<file path="src/hw/rtl/assert_macros.svh">
// Assertion macros shared by the decoder RTL files.
`ifndef ASSERT_MACROS_SVH
`define ASSERT_MACROS_SVH

`ifndef NO_ASSERTIONS

// Property checked on every rising edge, held off while reset is asserted.
`define FUD_ASSERT(lbl, clk_s, rstn_s, prop, msg) \
  lbl: assert property (@(posedge clk_s) disable iff (!(rstn_s)) (prop)) else $error(msg);

// Property checked on every rising edge, reset cycles included.
`define FUD_ASSERT_ALWAYS(lbl, clk_s, prop, msg) \
  lbl: assert property (@(posedge clk_s) (prop)) else $error(msg);

`else

`define FUD_ASSERT(lbl, clk_s, rstn_s, prop, msg)
`define FUD_ASSERT_ALWAYS(lbl, clk_s, prop, msg)

`endif

`endif

</file>
<file path="src/hw/rtl/fud_pkg.sv">
// Types and constants shared by the form-encoded string decoder.
`timescale 1ns / 1ps
`default_nettype none

package fud_pkg;

  // Depth of the queue between the front and the back.
  localparam int QDEPTH = 2;
  localparam int QPTR_W = (QDEPTH > 1) ? $clog2(QDEPTH) : 1;
  localparam int QCNT_W = $clog2(QDEPTH + 1);

  // Characters with a meaning in the encoding.
  localparam logic [7:0] CH_PERCENT = 8'h25;
  localparam logic [7:0] CH_PLUS    = 8'h2B;
  localparam logic [7:0] CH_EQUALS  = 8'h3D;
  localparam logic [7:0] CH_AMP     = 8'h26;
  localparam logic [7:0] CH_SPACE   = 8'h20;
  localparam logic [7:0] CH_ZERO    = 8'h30;
  localparam logic [7:0] CH_NINE    = 8'h39;
  localparam logic [7:0] CH_LC_A    = 8'h61;
  localparam logic [7:0] CH_LC_F    = 8'h66;
  localparam logic [7:0] CH_UC_A    = 8'h41;
  localparam logic [7:0] CH_UC_F    = 8'h46;

  // Error codes carried on the result channel.
  localparam logic [1:0] ERR_OK      = 2'd0;
  localparam logic [1:0] ERR_BAD_HEX = 2'd1;
  localparam logic [1:0] ERR_IN_KEY  = 2'd2;

  // Escape tracking codes.
  localparam logic [1:0] ESC_NONE   = 2'd0;
  localparam logic [1:0] ESC_FIRST  = 2'd1;
  localparam logic [1:0] ESC_SECOND = 2'd2;

  // One result item.
  typedef struct packed {
    logic [7:0] out_byte;
    logic       char_valid;
    logic       in_value;
    logic       field_end;
    logic [1:0] error_code;
    logic       last_result;
  } fud_result_t;

  // One queue entry: the results caused by one input byte.
  typedef struct packed {
    fud_result_t first;
    fud_result_t second;
    logic        two;
  } fud_entry_t;

  // Queue write side, front to queue.
  typedef struct packed {
    logic       push;
    fud_entry_t entry;
  } fud_qwr_t;

  // Queue read side, queue to back.
  typedef struct packed {
    logic       not_empty;
    fud_entry_t head;
  } fud_qrd_t;

endpackage

`default_nettype wire

</file>
<file path="src/hw/rtl/fud_if.sv">
// Stream interfaces for raw input bytes and decoded results.
`timescale 1ns / 1ps
`default_nettype none

interface fud_in_if;
  logic       valid;
  logic       ready;
  logic [7:0] in_byte;
  logic       last_byte;

  modport source (output valid, output in_byte, output last_byte, input ready);
  modport sink   (input valid, input in_byte, input last_byte, output ready);
endinterface

interface fud_out_if;
  logic       valid;
  logic       ready;
  logic [7:0] out_byte;
  logic       char_valid;
  logic       in_value;
  logic       field_end;
  logic [1:0] error_code;
  logic       last_result;

  modport source (output valid, output out_byte, output char_valid, output in_value,
                  output field_end, output error_code, output last_result, input ready);
  modport sink   (input valid, input out_byte, input char_valid, input in_value,
                  input field_end, input error_code, input last_result, output ready);
endinterface

`default_nettype wire

</file>
<file path="src/hw/rtl/fud_front.sv">
// Front end: accepts raw bytes, tracks key/value and escape state, builds results.
`timescale 1ns / 1ps
`default_nettype none

module fud_front (
  input  wire           clk,
  input  wire           rst_n,
  fud_in_if.sink        in_ch,
  input  wire           q_space,
  output fud_pkg::fud_qwr_t q_wr
);

  typedef struct packed {
    logic       ok;
    logic [3:0] val;
  } hex_t;

  // Decode one hex digit in either case.
  function automatic hex_t hex_decode(input logic [7:0] c);
    hex_t       h;
    logic [7:0] d;
    h = '0;
    d = '0;
    if (c inside {[fud_pkg::CH_ZERO:fud_pkg::CH_NINE]}) begin
      d = c - fud_pkg::CH_ZERO;
      h.ok = 1'b1;
    end else if (c inside {[fud_pkg::CH_LC_A:fud_pkg::CH_LC_F]}) begin
      d = c - fud_pkg::CH_LC_A + 8'd10;
      h.ok = 1'b1;
    end else if (c inside {[fud_pkg::CH_UC_A:fud_pkg::CH_UC_F]}) begin
      d = c - fud_pkg::CH_UC_A + 8'd10;
      h.ok = 1'b1;
    end
    h.val = d[3:0];
    return h;
  endfunction

  logic       value_phase_r, value_phase_nxt;
  logic [1:0] escape_stage_r, escape_stage_nxt;
  logic [3:0] high_nibble_r, high_nibble_nxt;

  logic                accept;
  hex_t                hx;
  logic                key_open;
  logic                x_vld, f_vld;
  fud_pkg::fud_result_t x_res, f_res;

  assign in_ch.ready = q_space;
  assign accept      = in_ch.valid && q_space;
  assign hx          = hex_decode(in_ch.in_byte);

  // Per-byte decode: the byte's own result first, then any end-of-string result.
  always_comb begin
    value_phase_nxt  = value_phase_r;
    escape_stage_nxt = escape_stage_r;
    high_nibble_nxt  = high_nibble_r;
    key_open         = !value_phase_r;
    x_vld            = 1'b0;
    x_res            = '0;
    f_vld            = 1'b0;
    f_res            = '0;
    x_res.in_value   = value_phase_r;

    if (escape_stage_r == fud_pkg::ESC_FIRST || escape_stage_r == fud_pkg::ESC_SECOND) begin
      if (!hx.ok) begin
        x_vld            = 1'b1;
        x_res.error_code = fud_pkg::ERR_BAD_HEX;
        escape_stage_nxt = fud_pkg::ESC_NONE;
      end else if (escape_stage_r == fud_pkg::ESC_FIRST) begin
        high_nibble_nxt  = hx.val;
        escape_stage_nxt = fud_pkg::ESC_SECOND;
      end else begin
        x_vld            = 1'b1;
        x_res.out_byte   = {high_nibble_r, hx.val};
        x_res.char_valid = 1'b1;
        escape_stage_nxt = fud_pkg::ESC_NONE;
      end
    end else begin
      escape_stage_nxt = fud_pkg::ESC_NONE;
      if (in_ch.in_byte == fud_pkg::CH_PERCENT) begin
        escape_stage_nxt = fud_pkg::ESC_FIRST;
        high_nibble_nxt  = '0;
      end else if (in_ch.in_byte == fud_pkg::CH_PLUS) begin
        x_vld            = 1'b1;
        x_res.out_byte   = fud_pkg::CH_SPACE;
        x_res.char_valid = 1'b1;
      end else if (!value_phase_r && in_ch.in_byte == fud_pkg::CH_EQUALS) begin
        x_vld           = 1'b1;
        x_res.field_end = 1'b1;
        value_phase_nxt = 1'b1;
        key_open        = 1'b0;
      end else if (value_phase_r && in_ch.in_byte == fud_pkg::CH_AMP) begin
        x_vld           = 1'b1;
        x_res.field_end = 1'b1;
        value_phase_nxt = 1'b0;
      end else begin
        x_vld            = 1'b1;
        x_res.out_byte   = in_ch.in_byte;
        x_res.char_valid = 1'b1;
      end
    end

    // Final byte: flush a pending escape, then close the value or flag an open key.
    if (in_ch.last_byte) begin
      if (escape_stage_nxt == fud_pkg::ESC_FIRST || escape_stage_nxt == fud_pkg::ESC_SECOND) begin
        x_vld            = 1'b1;
        x_res            = '0;
        x_res.in_value   = value_phase_nxt;
        x_res.char_valid = 1'b1;
        x_res.out_byte   = (escape_stage_nxt == fud_pkg::ESC_SECOND) ?
                           {high_nibble_nxt, 4'h0} : 8'h00;
      end
      if (value_phase_nxt) begin
        f_vld           = 1'b1;
        f_res.in_value  = 1'b1;
        f_res.field_end = 1'b1;
      end else if (key_open) begin
        f_vld            = 1'b1;
        f_res.error_code = fud_pkg::ERR_IN_KEY;
      end
      value_phase_nxt  = 1'b0;
      escape_stage_nxt = fud_pkg::ESC_NONE;
      high_nibble_nxt  = '0;
    end
  end

  // Pack the results of this byte into one queue entry.
  always_comb begin
    q_wr                         = '0;
    q_wr.push                    = accept && (x_vld || f_vld);
    q_wr.entry.two               = x_vld && f_vld;
    q_wr.entry.first             = x_vld ? x_res : f_res;
    q_wr.entry.first.last_result = !(x_vld && f_vld);
    q_wr.entry.second            = f_res;
    q_wr.entry.second.last_result = 1'b1;
  end

  // Parser state advances on every transfer.
  always_ff @(posedge clk) begin
    if (!rst_n) begin
      value_phase_r  <= 1'b0;
      escape_stage_r <= fud_pkg::ESC_NONE;
      high_nibble_r  <= '0;
    end else if (accept) begin
      value_phase_r  <= value_phase_nxt;
      escape_stage_r <= escape_stage_nxt;
      high_nibble_r  <= high_nibble_nxt;
    end
  end

endmodule

`default_nettype wire

</file>
<file path="src/hw/rtl/fud_queue.sv">
// Short queue of result entries between the front and the back.
`timescale 1ns / 1ps
`default_nettype none

`include "assert_macros.svh"

module fud_queue (
  input  wire                    clk,
  input  wire                    rst_n,
  input  wire fud_pkg::fud_qwr_t q_wr,
  input  wire                    pop,
  output logic                   q_space,
  output fud_pkg::fud_qrd_t      q_rd
);

  fud_pkg::fud_entry_t mem [fud_pkg::QDEPTH];

  logic [fud_pkg::QPTR_W-1:0] wr_ptr_r, wr_ptr_nxt;
  logic [fud_pkg::QPTR_W-1:0] rd_ptr_r, rd_ptr_nxt;
  logic [fud_pkg::QCNT_W-1:0] count_r, count_nxt;

  assign q_space        = count_r < fud_pkg::QCNT_W'(fud_pkg::QDEPTH);
  assign q_rd.not_empty = count_r != '0;
  assign q_rd.head      = mem[rd_ptr_r];

  // Pointer wrap and occupancy.
  always_comb begin
    wr_ptr_nxt = wr_ptr_r;
    rd_ptr_nxt = rd_ptr_r;
    if (q_wr.push) begin
      wr_ptr_nxt = (wr_ptr_r == fud_pkg::QPTR_W'(fud_pkg::QDEPTH - 1)) ?
                   '0 : wr_ptr_r + 1'b1;
    end
    if (pop) begin
      rd_ptr_nxt = (rd_ptr_r == fud_pkg::QPTR_W'(fud_pkg::QDEPTH - 1)) ?
                   '0 : rd_ptr_r + 1'b1;
    end
    count_nxt = count_r + fud_pkg::QCNT_W'(q_wr.push) - fud_pkg::QCNT_W'(pop);
  end

  always_ff @(posedge clk) begin
    if (!rst_n) begin
      wr_ptr_r <= '0;
      rd_ptr_r <= '0;
      count_r  <= '0;
    end else begin
      wr_ptr_r <= wr_ptr_nxt;
      rd_ptr_r <= rd_ptr_nxt;
      count_r  <= count_nxt;
    end
  end

  // Entry storage.
  always_ff @(posedge clk) begin
    if (q_wr.push) begin
      mem[wr_ptr_r] <= q_wr.entry;
    end
  end

  `FUD_ASSERT(a_no_overflow, clk, rst_n, q_wr.push |-> q_space, "push into a full queue")
  `FUD_ASSERT(a_no_underflow, clk, rst_n, pop |-> q_rd.not_empty, "pop from an empty queue")
  `FUD_ASSERT(a_count_bound, clk, rst_n, count_r <= fud_pkg::QCNT_W'(fud_pkg::QDEPTH), "queue count beyond depth")

endmodule

`default_nettype wire

</file>
<file path="src/hw/rtl/fud_back.sv">
// Back end: drives queued results onto the output channel, one per transfer.
`timescale 1ns / 1ps
`default_nettype none

`include "assert_macros.svh"

module fud_back (
  input  wire                    clk,
  input  wire                    rst_n,
  input  wire fud_pkg::fud_qrd_t q_rd,
  output logic                   pop,
  fud_out_if.source              out_ch
);

  // Set while the second result of the head entry is on offer.
  logic sel_r, sel_nxt;
  logic xfer;

  fud_pkg::fud_result_t cur;

  assign cur  = sel_r ? q_rd.head.second : q_rd.head.first;
  assign xfer = q_rd.not_empty && out_ch.ready;
  assign pop  = xfer && (sel_r || !q_rd.head.two);

  assign out_ch.valid       = q_rd.not_empty;
  assign out_ch.out_byte    = cur.out_byte;
  assign out_ch.char_valid  = cur.char_valid;
  assign out_ch.in_value    = cur.in_value;
  assign out_ch.field_end   = cur.field_end;
  assign out_ch.error_code  = cur.error_code;
  assign out_ch.last_result = cur.last_result;

  // Step to the second result, or back to the first once the entry leaves.
  always_comb begin
    sel_nxt = sel_r;
    if (xfer) begin
      sel_nxt = !sel_r && q_rd.head.two;
    end
  end

  always_ff @(posedge clk) begin
    if (!rst_n) begin
      sel_r <= 1'b0;
    end else begin
      sel_r <= sel_nxt;
    end
  end

  `FUD_ASSERT(a_sel_needs_pair, clk, rst_n, sel_r |-> (q_rd.not_empty && q_rd.head.two), "second slot selected without a pair")
  `FUD_ASSERT(a_last_on_pop, clk, rst_n, pop |-> out_ch.last_result, "entry retired before its last result")

endmodule

`default_nettype wire

</file>
<file path="src/hw/rtl/form_urlencoded_decoder_unit.sv">
// Top level of the form-encoded query string decoder.
// Accepts one raw byte per cycle while the queue has space and gives decoded characters,
// field-end markers and error codes on the result channel, one result per cycle while
// the receiver is ready. A byte causes zero, one or two results; two only arise on the
// final byte of a string, when the byte's own result (a character, flushed escape,
// field-end marker or bad-hex error) is followed by the close of a value or a key
// error, and those take two output transfers. Input and output are parted by a two-entry
// queue, so in_ch.ready depends only on queue occupancy and a sustained rate of one byte
// per cycle holds while the result side keeps up; results are registered in the queue.
`timescale 1ns / 1ps
`default_nettype none

module form_urlencoded_decoder_unit (
  input  wire       clk,
  input  wire       rst_n,
  fud_in_if.sink    in_ch,
  fud_out_if.source out_ch
);

  fud_pkg::fud_qwr_t q_wr;
  fud_pkg::fud_qrd_t q_rd;
  logic              q_space;
  logic              pop;

  // Parsing and result building.
  fud_front u_front (
    .clk     (clk),
    .rst_n   (rst_n),
    .in_ch   (in_ch),
    .q_space (q_space),
    .q_wr    (q_wr)
  );

  // Decoupling queue.
  fud_queue u_queue (
    .clk     (clk),
    .rst_n   (rst_n),
    .q_wr    (q_wr),
    .pop     (pop),
    .q_space (q_space),
    .q_rd    (q_rd)
  );

  // Result delivery.
  fud_back u_back (
    .clk    (clk),
    .rst_n  (rst_n),
    .q_rd   (q_rd),
    .pop    (pop),
    .out_ch (out_ch)
  );

endmodule

`default_nettype wire

</file>
<file path="src/flat_wrapper.sv">
// flat-port wrapper written by rule: the top's interface ports become plain ports
module form_urlencoded_decoder_unit_flat 
  (clk, rst_n, in_ch_valid, in_ch_in_byte, in_ch_last_byte, in_ch_ready, out_ch_valid, out_ch_out_byte, out_ch_char_valid, out_ch_in_value, out_ch_field_end, out_ch_error_code, out_ch_last_result, out_ch_ready);
  fud_in_if in_ch_i ();
  fud_out_if out_ch_i ();
  input  wire clk;
  input  wire rst_n;
  input wire logic [$bits(in_ch_i.valid)-1:0] in_ch_valid;
  input wire logic [$bits(in_ch_i.in_byte)-1:0] in_ch_in_byte;
  input wire logic [$bits(in_ch_i.last_byte)-1:0] in_ch_last_byte;
  output wire logic [$bits(in_ch_i.ready)-1:0] in_ch_ready;
  output wire logic [$bits(out_ch_i.valid)-1:0] out_ch_valid;
  output wire logic [$bits(out_ch_i.out_byte)-1:0] out_ch_out_byte;
  output wire logic [$bits(out_ch_i.char_valid)-1:0] out_ch_char_valid;
  output wire logic [$bits(out_ch_i.in_value)-1:0] out_ch_in_value;
  output wire logic [$bits(out_ch_i.field_end)-1:0] out_ch_field_end;
  output wire logic [$bits(out_ch_i.error_code)-1:0] out_ch_error_code;
  output wire logic [$bits(out_ch_i.last_result)-1:0] out_ch_last_result;
  input wire logic [$bits(out_ch_i.ready)-1:0] out_ch_ready;
  assign in_ch_i.valid = in_ch_valid;
  assign in_ch_i.in_byte = in_ch_in_byte;
  assign in_ch_i.last_byte = in_ch_last_byte;
  assign in_ch_ready = in_ch_i.ready;
  assign out_ch_valid = out_ch_i.valid;
  assign out_ch_out_byte = out_ch_i.out_byte;
  assign out_ch_char_valid = out_ch_i.char_valid;
  assign out_ch_in_value = out_ch_i.in_value;
  assign out_ch_field_end = out_ch_i.field_end;
  assign out_ch_error_code = out_ch_i.error_code;
  assign out_ch_last_result = out_ch_i.last_result;
  assign out_ch_i.ready = out_ch_ready;
  form_urlencoded_decoder_unit u_core (.clk(clk), .rst_n(rst_n), .in_ch(in_ch_i), .out_ch(out_ch_i));
endmodule
</file>
<file path="config.mk">
export PLATFORM = sky130hd
export DESIGN_NAME = form_urlencoded_decoder_unit_flat
export DESIGN_NICKNAME = d
export VERILOG_FILES = /design/src/hw/rtl/fud_pkg.sv /design/src/hw/rtl/fud_if.sv /design/src/hw/rtl/fud_front.sv /design/src/hw/rtl/fud_queue.sv /design/src/hw/rtl/fud_back.sv /design/src/hw/rtl/form_urlencoded_decoder_unit.sv /design/src/flat_wrapper.sv
export VERILOG_INCLUDE_DIRS = /design/src /design/src/hw/rtl
export SDC_FILE = /design/constraint.sdc
export NUM_CORES = 1
export LEC_CHECK = 0
export ABC_AREA = 1
export BUFFER_PORTS_ARGS = -buffer_cell sky130_fd_sc_hd__buf_4
export CORE_AREA = 5 5 114 105
export CTS_CLUSTER_SIZE = 8
export DETAILED_ROUTE_END_ITERATION = 8
export DIE_AREA = 0 0 119 110
export PLACE_DENSITY_LB_ADDON = 0.15
export RECOVER_POWER = 50
export REMOVE_ABC_BUFFERS = 1
export SETUP_SLACK_MARGIN = 0.5
export SYNTH_ARGS = -nofsm -noshare
export SYNTH_HDL_FRONTEND = slang
export SYNTH_HIERARCHICAL = 1
export SYNTH_SLANG_ARGS = --single-unit
</file>
<file path="constraint.sdc">
create_clock -name clk -period 6.2 [get_ports clk]
set_input_delay 0.93 -clock clk [delete_from_list [all_inputs] [get_ports clk]]
set_output_delay 0.93 -clock clk [all_outputs]
set_load 0.005 [all_outputs]
</file>
Yosys cells after proc, flatten, opt, wreduce, memory -nomap -nowiden

Memories as Yosys holds them, arrays and structs flattened. A register that Yosys moved wholly into a read port is not among the register bits.
Index checks and enable logic that the tools add are counted.

Logic and storage cells: 116
Memories kept: 1
RAM bits: 38
Register bits after elaboration: 12

Memories:

| name               | depth | bits a word | rd ports | clocked after Yosys merged registers in | wr ports | line            | source |
|---|---|---|---|---|---|---|---|
| u_core.u_queue.mem | 2     | 19          | 1        | 1                                       | 1        | fud_queue.sv:16 | `fud_pkg::fud_entry_t mem [fud_pkg::QDEPTH];` |

$add $sub $neg: 9
Muxes and demuxes: 64
Order comparisons: 7
Reductions and logical operators: 20
Equal/unequal tests: 8

Operator list:

| kind                | number |
|---|---|
| $mux 9              | 7 |
| $mux 14             | 4 |
| $mux 4              | 9 |
| $mux 1              | 35 |
| $eq 8x6->1 const B  | 4 |
| $ge 8x7->1 const B  | 2 |
| $le 8x7->1 const B  | 2 |
| $mux 2              | 8 |
| $sub 4x1->4 const B | 3 |
| $logic_and 1x1->1   | 11 |
| $add 4x4->4 const B | 2 |
| $ge 8x6->1 const B  | 1 |
| $le 8x6->1 const B  | 1 |
| $mux 8              | 1 |
| $eq 2x1->1 const B  | 2 |
| $eq 2x2->1 const B  | 2 |
| $logic_not 1->1     | 4 |
| $logic_or 1x1->1    | 4 |
| $add 1x1->1 const B | 2 |
| $add 2x1->2         | 1 |
| $lt 2x2->1 const B  | 1 |
| $reduce_bool 2->1   | 1 |
| $sub 2x1->2         | 1 |

Logic depth before layout (Yosys ltp)

Gate-level depths: netlist (run 1).

Word-level depth: 15
Mapped depth: 15
Depth with buffers taken out: 15

Hierarchy

The synthesis (run 1) kept the hierarchy.

By module, submodules not included:

| module    | area an instance (um^2) | cells an instance | instances |
|---|---|---|---|
| fud_queue | 2358.5                  | 123               | 1 |
| fud_front | 1024.7                  | 172               | 1 |
| fud_back  | 229.0                   | 52                | 1 |

Worst setup path before layout (run 1)

Ideal clock, no wire load.

Kind: input port to flip-flop
Start point: input port in_ch_in_byte[1]
End point: memory u_core/u_queue/mem[0][0] in the netlist's numbering, enable pin
Path slack: 2.531 ns
Stages: 11
Data required time: 5.785 ns
Path buffers: 0
Library setup time: 0.415 ns
Arrival: 3.254 ns
Path through: inv_1 -> ha_1 -> inv_1 -> nand3_1 -> nand3_1 -> nand2_4 -> nand3_4 -> a21oi_1 -> nor2_1 -> inv_1 -> nor2_1

RTL lines:

| item            | line              | source |
|---|---|---|
| start, declared | flat_wrapper.sv:9 | `input wire logic [$bits(in_ch_i.in_byte)-1:0] in_ch_in_byte;` |
| end, declared   | fud_queue.sv:16   |  |

==> results.md, run 1 <==
* RSZ-0062 raised after global routing: no
* Yosys warning count at 6
* Reg2reg start: u_core/u_back/sel_r
* Peak VDD IR at between 0.1 and 0.15 mV
* CTS Buf Count at 9
* Layout Nets at approximately 400
* GPL Wtd Cong at 0.8253
* # placed instances at 500
* Die area at 0.01309 sq mm
* Worst-path clk slew at roughly 50 ps
* Clock Power Share at 35.2%
* Worst setup SP type: input pin
* Post-CTS setup buffer count at 0
* Sw Ratio at 26.33%
* DP HPWL at 4894 um
* Synthesized area at 0.003612 sq mm
* PD cells at roughly 380 mW/mm^2
* Tmin final at a little over 3000 ps
* CP cell instances: clkbuf_1 -> inv_1 -> ha_1 -> nand2_2 -> nand3_2 -> nand2_4 -> nand2_1 -> nand3_1 -> a21oi_1 -> nor2_1 -> inv_1 -> nor2_2 -> buf_4
* Commonest cells post-synth: 101 x nand2_1, 58 x edfxtp_1, 26 x inv_1, 26 x nor2_1, 19 x mux2_2
* Clock Latency Late Sink at about 320 ps
* Reg2Reg Depth at 10
* Seq pwr share at 40.1%
* Vias in the first global route at 2261
* Top post-synthesis cells by area: edfxtp_1 48%, nand2_1 10%, dfxtp_1 7.2%, mux2_2 5.9%, mux2_4 4.2%
* P_leak at 1.757 nW
* Outcome: finished, final reports clean
* Total clock sinks at 71
* # resized after CTS at 0
* CTS max path bufs at 2
* Arr. time, crit path at 3040 ps
* Sequential area share after synthesis at 55.42%
* Cell taking the most area after synthesis: edfxtp_1
* WS Path Type: input pin to flip-flop
* Setup violators final at 0
* Relative slew slack at 58.07%
* Data required, critical path at 6170 ps
* Root Buffer: clkbuf_16
* DRC Markers at 0
* Max-slew violation count at 0
* Final WL at 6884 um
* Setup crit end kind: flip-flop
* Vias at 2336
* Routed Antenna Nets at 0
* Area growth syn-to-layout at 15.45%
* Worst slew pin tran at 628.3 ps
* Placeable Area at 0.01063 sq mm
* Async SR Flop Fraction at 0%
* Syn_area_per_cell at 10.41 sq um
* Most common cell in the netlist: nand2_1
* PortBufs at 28
* Crit Path Max Fanout at 29
* Mapped Cells at 347
* CTS tree: built
* Clk_skew at 4.706 ps
* Die height at 110 um
* Total grt overflow at 0
* Logic pwr share at between 20% and 30%
* Antenna violations before repair at 0
* Switch Pwr at 411.8 uW
* Setup crit start: in_ch_in_byte[1]
* # diodes at 0
* Max cap viols at 0
* Netlist cell types at 31
* Crit-path max cell delay at 370 ps
* DR vias/cell at 4.527
* Final worst-path cycle share at 49.60%
* Layout cells sized above 1 at 22.72%
* Starting density of the core at 33.98%
* Fin. Hold Viols at 0
* FMAX at 325.2 MHz
* Synth Register Bits at 71
* Post-synth EDFFs at 58
* Hold Buf Count CTS at 0
* Non-filler cells, final at 516
* # fillers at 1081
* Predominant post-synthesis flop cell: edfxtp_1
* Global-route wire length before repair at 11450 um
* Tightest Hold Check Type: flip-flop to flip-flop
* Largest net degree at the start of global routing at 30
* Int Pwr at approximately 1.2 mW
* Final setup TNS at 0 ps
* Yosys top cell area share at 48.22%
* # IOs at 29
* Avg WL per Cell at 13.34 um
* # rows at 36
* Worst-path cell with the longest stage delay: buf_4
* Die width at 119 um
* Most used cell along the critical path: inv_1
* R2r setup slk at 3700 ps
* Iteration count of the initial detailed-routing pass at 4
* Max H-tree Level at 3
* Setup crit end: u_core/u_queue/mem[0][27]
* DRT iter0 DRCs at 110
* Capturing point of the worst reg2reg path: u_core/u_queue/count_r[1]
* Total GRT Usage at between 10 and 15%
==> power by group through the flow <==
stage	registers [mW]	logic (mW)	clock network (mW)
floorplan	0.646	0.228	0
global placement	0.637	0.406	0
detailed placement	0.639	0.405	0
CTS	0.629	0.407	0.566
global route	0.635	0.438	0.592
finish	0.627	0.386	0.550
==> metrics by stage <==
step	total power, mW	instance area (sq um)	hold slack [ps]	worst slack, ps	utilization [%]
detailed placement	1.044	3887	467.0	3064	36.57
global route	1.665	4170	498.1	2904	39.23
CTS	1.603	4224	476.1	3401	39.74
floorplan	0.8736	3486	445.3	2530	-
finish	1.564	4170	474.3	3125	39.23
global placement	1.043	3887	459.1	3096	36.57
==> layer usage <==
layer / wire length (um) / GRT usage [%] / share of wire [%]
met1: 3469 / 15.41 / 50
met4: 55 / 4.715 / 0.80
met2: 3086 / 17.47 / 45
met3: 273 / 2.500 / 4.0
met5: 0 / 0 / 0
==> worst min-delay path by stage <==
| stage | start | endpoint | slack [ps] | depth (start not counted) |
|---|---|---|---|---|
| finish | u_core/u_front/escape_stage_r[0] | u_core/u_front/escape_stage_r[0] | 470 | 2 |
| global route | u_core/u_front/escape_stage_r[0] | u_core/u_front/escape_stage_r[0] | 500 | 2 |
| CTS | u_core/u_front/escape_stage_r[0] | u_core/u_front/escape_stage_r[0] | 480 | 2 |
| detailed placement | u_core/u_front/escape_stage_r[0] | u_core/u_front/escape_stage_r[0] | 470 | 2 |
| global placement | u_core/u_front/escape_stage_r[1] | u_core/u_front/escape_stage_r[1] | 460 | 2 |
| floorplan | u_core/u_front/escape_stage_r[1] | u_core/u_front/escape_stage_r[1] | 450 | 2 |
==> cell families (layout without fill, tap and decap cells) <==
| family | after synthesis | after routing | synth area share [%] |
|---|---|---|---|
| simple gates | 161 | 161 | 19.95 |
| flops | 71 | 71 | 55.42 |
| mux | 29 | 29 | 10.08 |
| buf+inv | 53 | 79 | 7.863 |
| fa+ha+maj | 8 | 8 | 2.771 |
| compound gates | 23 | 23 | 3.706 |
| other cells | 2 | 12 | 0.2079 |
==> cells in the final DEF, fill, tap and decap left out, types with 3 or more instances in the layout <==
master and n:
edfxtp_1 58, clkbuf_4 13, mux2_2 19, mux2_4 10
inv_2 4, buf_4 16, nand3_1 19, o21ai_0 3
dfxtp_1 13, inv_1 28, ha_1 8, a21oi_1 13
nor2_1 28, clkbuf_16 11, nand2_1 102, conb_1 12
==> registers in the layout, indices dropped and copies added, names as in the netlist, named ones only <==
| register | count |
|---|---|
| u_core/u_queue/rd_ptr_r | 1 |
| u_core/u_queue/mem | 58 |
| u_core/u_front/escape_stage_r | 2 |
| u_core/u_back/sel_r | 1 |
| u_core/u_queue/wr_ptr_r | 1 |
| u_core/u_queue/count_r | 2 |
| u_core/u_front/high_nibble_r | 4 |
| u_core/u_front/value_phase_r | 1 |
==> final cells by class <==
| type | count | area [sq um] | area share (%) |
|---|---|---|---|
| Sequential cell | 71 | 2002 | 48.00 |
| Multi-Input combinational cell | 233 | 1320 | 31.65 |
| Clock buffer | 13 | 292.8 | 7.021 |
| Timing Repair Buffer | 31 | 225.2 | 5.401 |
| Tap cell | 133 | 166.4 | 3.990 |
| Inverter | 32 | 120.1 | 2.880 |
| Clock inverter | 3 | 43.79 | 1.050 |
==> worst max-delay path, delay by kind of cell <==
kind | cells | cell delay, ps
AO/OA/AOI/OAI | 1 | 150
buffers and inverters | 4 | 730
AND/OR/NAND/NOR | 7 | 990
adder cells (fa/ha/maj) | 1 | 230
No activity file was read; power rests on OpenSTA's default activity.
==> run 2, diff against run 1 <==
--- a/config.mk
+++ b/config.mk
@@ -6,7 +6,7 @@
 export SDC_FILE = /design/constraint.sdc
 export NUM_CORES = 1
 export LEC_CHECK = 0
-export ABC_AREA = 1
+export ABC_AREA = 0
 export BUFFER_PORTS_ARGS = -buffer_cell sky130_fd_sc_hd__buf_4
 export CORE_AREA = 5 5 114 105
 export CTS_CLUSTER_SIZE = 8
==> constraint.sdc (replaced) <==
create_clock -name clk -period 2.9 [get_ports clk]
set_input_delay 0.435 -clock clk [delete_from_list [all_inputs] [get_ports clk]]
set_output_delay 0.435 -clock clk [all_outputs]
set_load 0.005 [all_outputs]
==> results.md, run 2 <==
* # diodes at 0
* # rows at 36
* Data required, critical path at 2930 ps
* Top post-synthesis cells by area: edfxtp_1 48%, mux2_4 7.8%, mux2_2 7.7%, dfxtp_1 7.1%, buf_4 3.1%
* Post-synth EDFFs at 58
* # fillers at just over 1000
* Most common cell after layout, fill and taps aside: edfxtp_1
* Max cap viols at 0
* Commonest cells after routing, fill and taps aside: 58 x edfxtp_1, 24 x mux2_2, 22 x buf_4
* Tmin final at 2488 ps
* P_leak at 1.620 nW
* Most used cell along the critical path: buf_4
* Yosys warning count at 6
* Clk_skew at 4.879 ps
* Post-Route Utilization at 41.22%
* Final setup TNS at 0 ps
* PD cells at approximately 750 mW/mm^2
* CTS tree: built
* Relative slew slack at 63.44%
* Total GRT Usage at 11.00%
* Yosys top cell area share at 47.77%
* Max FFs per register at 58
* Area growth syn-to-layout at 20.18%
* Antenna violations before repair at 0
* Die area at 0.01309 sq mm
* Vias in the first global route at 2126
* GPL Wtd Cong at 0.8134
* Worst-path clk slew at 60 ps
* Hold Buf Count CTS at 0
* Netlist cell types at 54
* Tightest Hold Check Type: input pin to flip-flop
* Setup crit end kind: flip-flop
* # IOs at 29
* CTS Buf Count at 9
* Max-slew violation count at 0
* Crit Path Max Fanout at 15
* Tot Pwr at between 3 and 4 mW
* Mapped Cells at approximately 270
* Delay-heaviest family, CP: simple AND/OR/NAND/NOR gates
* Outcome: finished, final reports clean
* Max H-tree Level at 3
* Worst setup SP type: input pin
* Root Buffer: clkbuf_16
* Reg with most FFs: u_core/u_queue/mem
* DRC Markers at 0
* PortBufs at 28
* Setup violators final at 0
* FMAX at 401.9 MHz
* Routed Antenna Nets at 0
* Worst-path cell with the longest stage delay: or4b_1
* Sequential area share after synthesis at a little over half
* DR vias/cell at 4.854
* Layout cells sized above 1 at 31.45%
* Fin. Hold Viols at 0
* Arr. time, crit path at roughly 2500 ps
* Vias at roughly 2200
* Synth Register Bits at 71
* Worst slew pin tran at roughly 540 ps
* Global-route wire length before repair at around 11000 um
* RSZ-0062 raised after global routing: no
* Die height at around 110 um
* Layout Nets at 334
* Biggest regs: u_core/u_queue/mem (58), u_core/u_front/high_nibble_r (4)
* Placeable Area at 0.01063 sq mm
* CTS max path bufs at 2
* Starting density of the core at 34.30%
* Final worst-path cycle share at 85.79%
* Syn_area_per_cell at 13.40 sq um
* Multi-input gate area at 0.001459 sq mm
* Critical path buffers and inverters at 4
* Iteration count of the initial detailed-routing pass at 4
* Most common cell in the netlist: edfxtp_1
* WS Path Type: input pin to flip-flop
* Total grt overflow at 0
* Reg area at roughly 0.0020 sq mm
* Finished Cell Area at 0.004382 sq mm
* Die width at roughly 120 um
* Async SR Flop Fraction at 0%
* Final WL at 6929 um
* Largest net degree at the start of global routing at 30
* Placed cell area at a little under 0.004 sq mm
* Avg WL per Cell at 15.36 um
* CP cell instances: buf_4 -> inv_1 -> ha_1 -> or4b_1 -> o21ai_0 -> nor4_1 -> nor2_1 -> o21ba_1 -> nor2b_4 -> buf_4 -> buf_12
* Crit-path max cell delay at 420 ps
* Peak VDD IR at between 0.3 and 0.4 mV
* Total clock sinks at 71
* Cell taking the most area after synthesis: edfxtp_1
* Predominant post-synthesis flop cell: edfxtp_1
* WHS at around 430 ps
* Commonest cells post-synth: 58 x edfxtp_1, 25 x mux2_2, 19 x mux2_4, 16 x nand2_1, 15 x buf_4
* Synthesized area at 0.003646 sq mm
* DRT iter0 DRCs at 116
* Clock Latency Late Sink at 320 ps
* DP HPWL at 4553 um
==> run 2: changes by cell type in the layout (fill, tap and decap cells not counted), sizes merged, moves of 7 or more <==
cell,change
buf,+10
and2,+7
mux2,+15
nand3,-17
nor2,-20
a21oi,-8
nand2,-89
nor2b,+7
inv,-20
==> run 2: worst paths after layout <==
kind                                     from                               to  slack (ps)  depth (start not counted)
max                          in_ch_in_byte[0]        u_core/u_queue/mem[0][13]         410                         11
min                                     rst_n          u_core/u_queue/wr_ptr_r         430                          2
max reg2reg  u_core/u_front/escape_stage_r[1]        u_core/u_queue/mem[0][13]         510                         11
min reg2reg   u_core/u_front/high_nibble_r[3]  u_core/u_front/high_nibble_r[3]         480                          2
==> run 2: per-stage QoR <==
stage               setup WS (ps)  std cells
floorplan                  -634.6        259
global placement            209.1        429
detailed placement          141.7        429
CTS                         513.1        448
global route                316.0        451
finish                      412.0        451
==> run 2: area by class of cell <==
class | count | share of cell area (%)
Sequential cell | 71 | 45.69
Multi-Input combinational cell | 177 | 33.30
Timing Repair Buffer | 43 | 8.424
Clock buffer | 9 | 5.140
Tap cell | 133 | 3.798
Clock inverter | 7 | 2.713
Inverter | 11 | 0.9423
==> run 2: kinds of logic (layout without fill, tap and decap cells) <==
| group | after synthesis | after routing | share of synthesized area, % |
|---|---|---|---|
| AO/OA/AOI/OAI | 38 | 38 | 7.310 |
| XOR/XNOR | 3 | 3 | 1.098 |
| adder cells (fa/ha/maj) | 8 | 8 | 2.745 |
| buffers and inverters | 34 | 70 | 6.143 |
| flip-flops | 71 | 71 | 54.91 |
| multiplexers | 46 | 46 | 16.09 |
| other | 2 | 12 | 0.2060 |
| AND/OR/NAND/NOR | 70 | 70 | 11.50 |
==> run 2: repair_timing <==
item | in CTS | in global routing
setup endpoints to repair | 29 | 67
gates cloned | 1 | 0
pin swaps | 1 | 2
gates resized for setup | 2 | 10
buffers inserted | 2 | 3
==> run 2: report_power, final <==
part	switching, mW	leakage (nW)	total [mW]	internal, mW
combinational	0.330	0.811	0.761	0.431
sequential	0.0269	0.645	1.26	1.24
clock	0.415	0.164	1.26	0.843
==> run 2: layer usage <==
layer	GRT usage (%)	wire length (um)	vias to the layer above
met2	17.31	3170	44
met4	4.053	85	0
met1	14.65	3350	1067
met5	0	0	-
li1	-	-	1073
met3	2.959	323	5
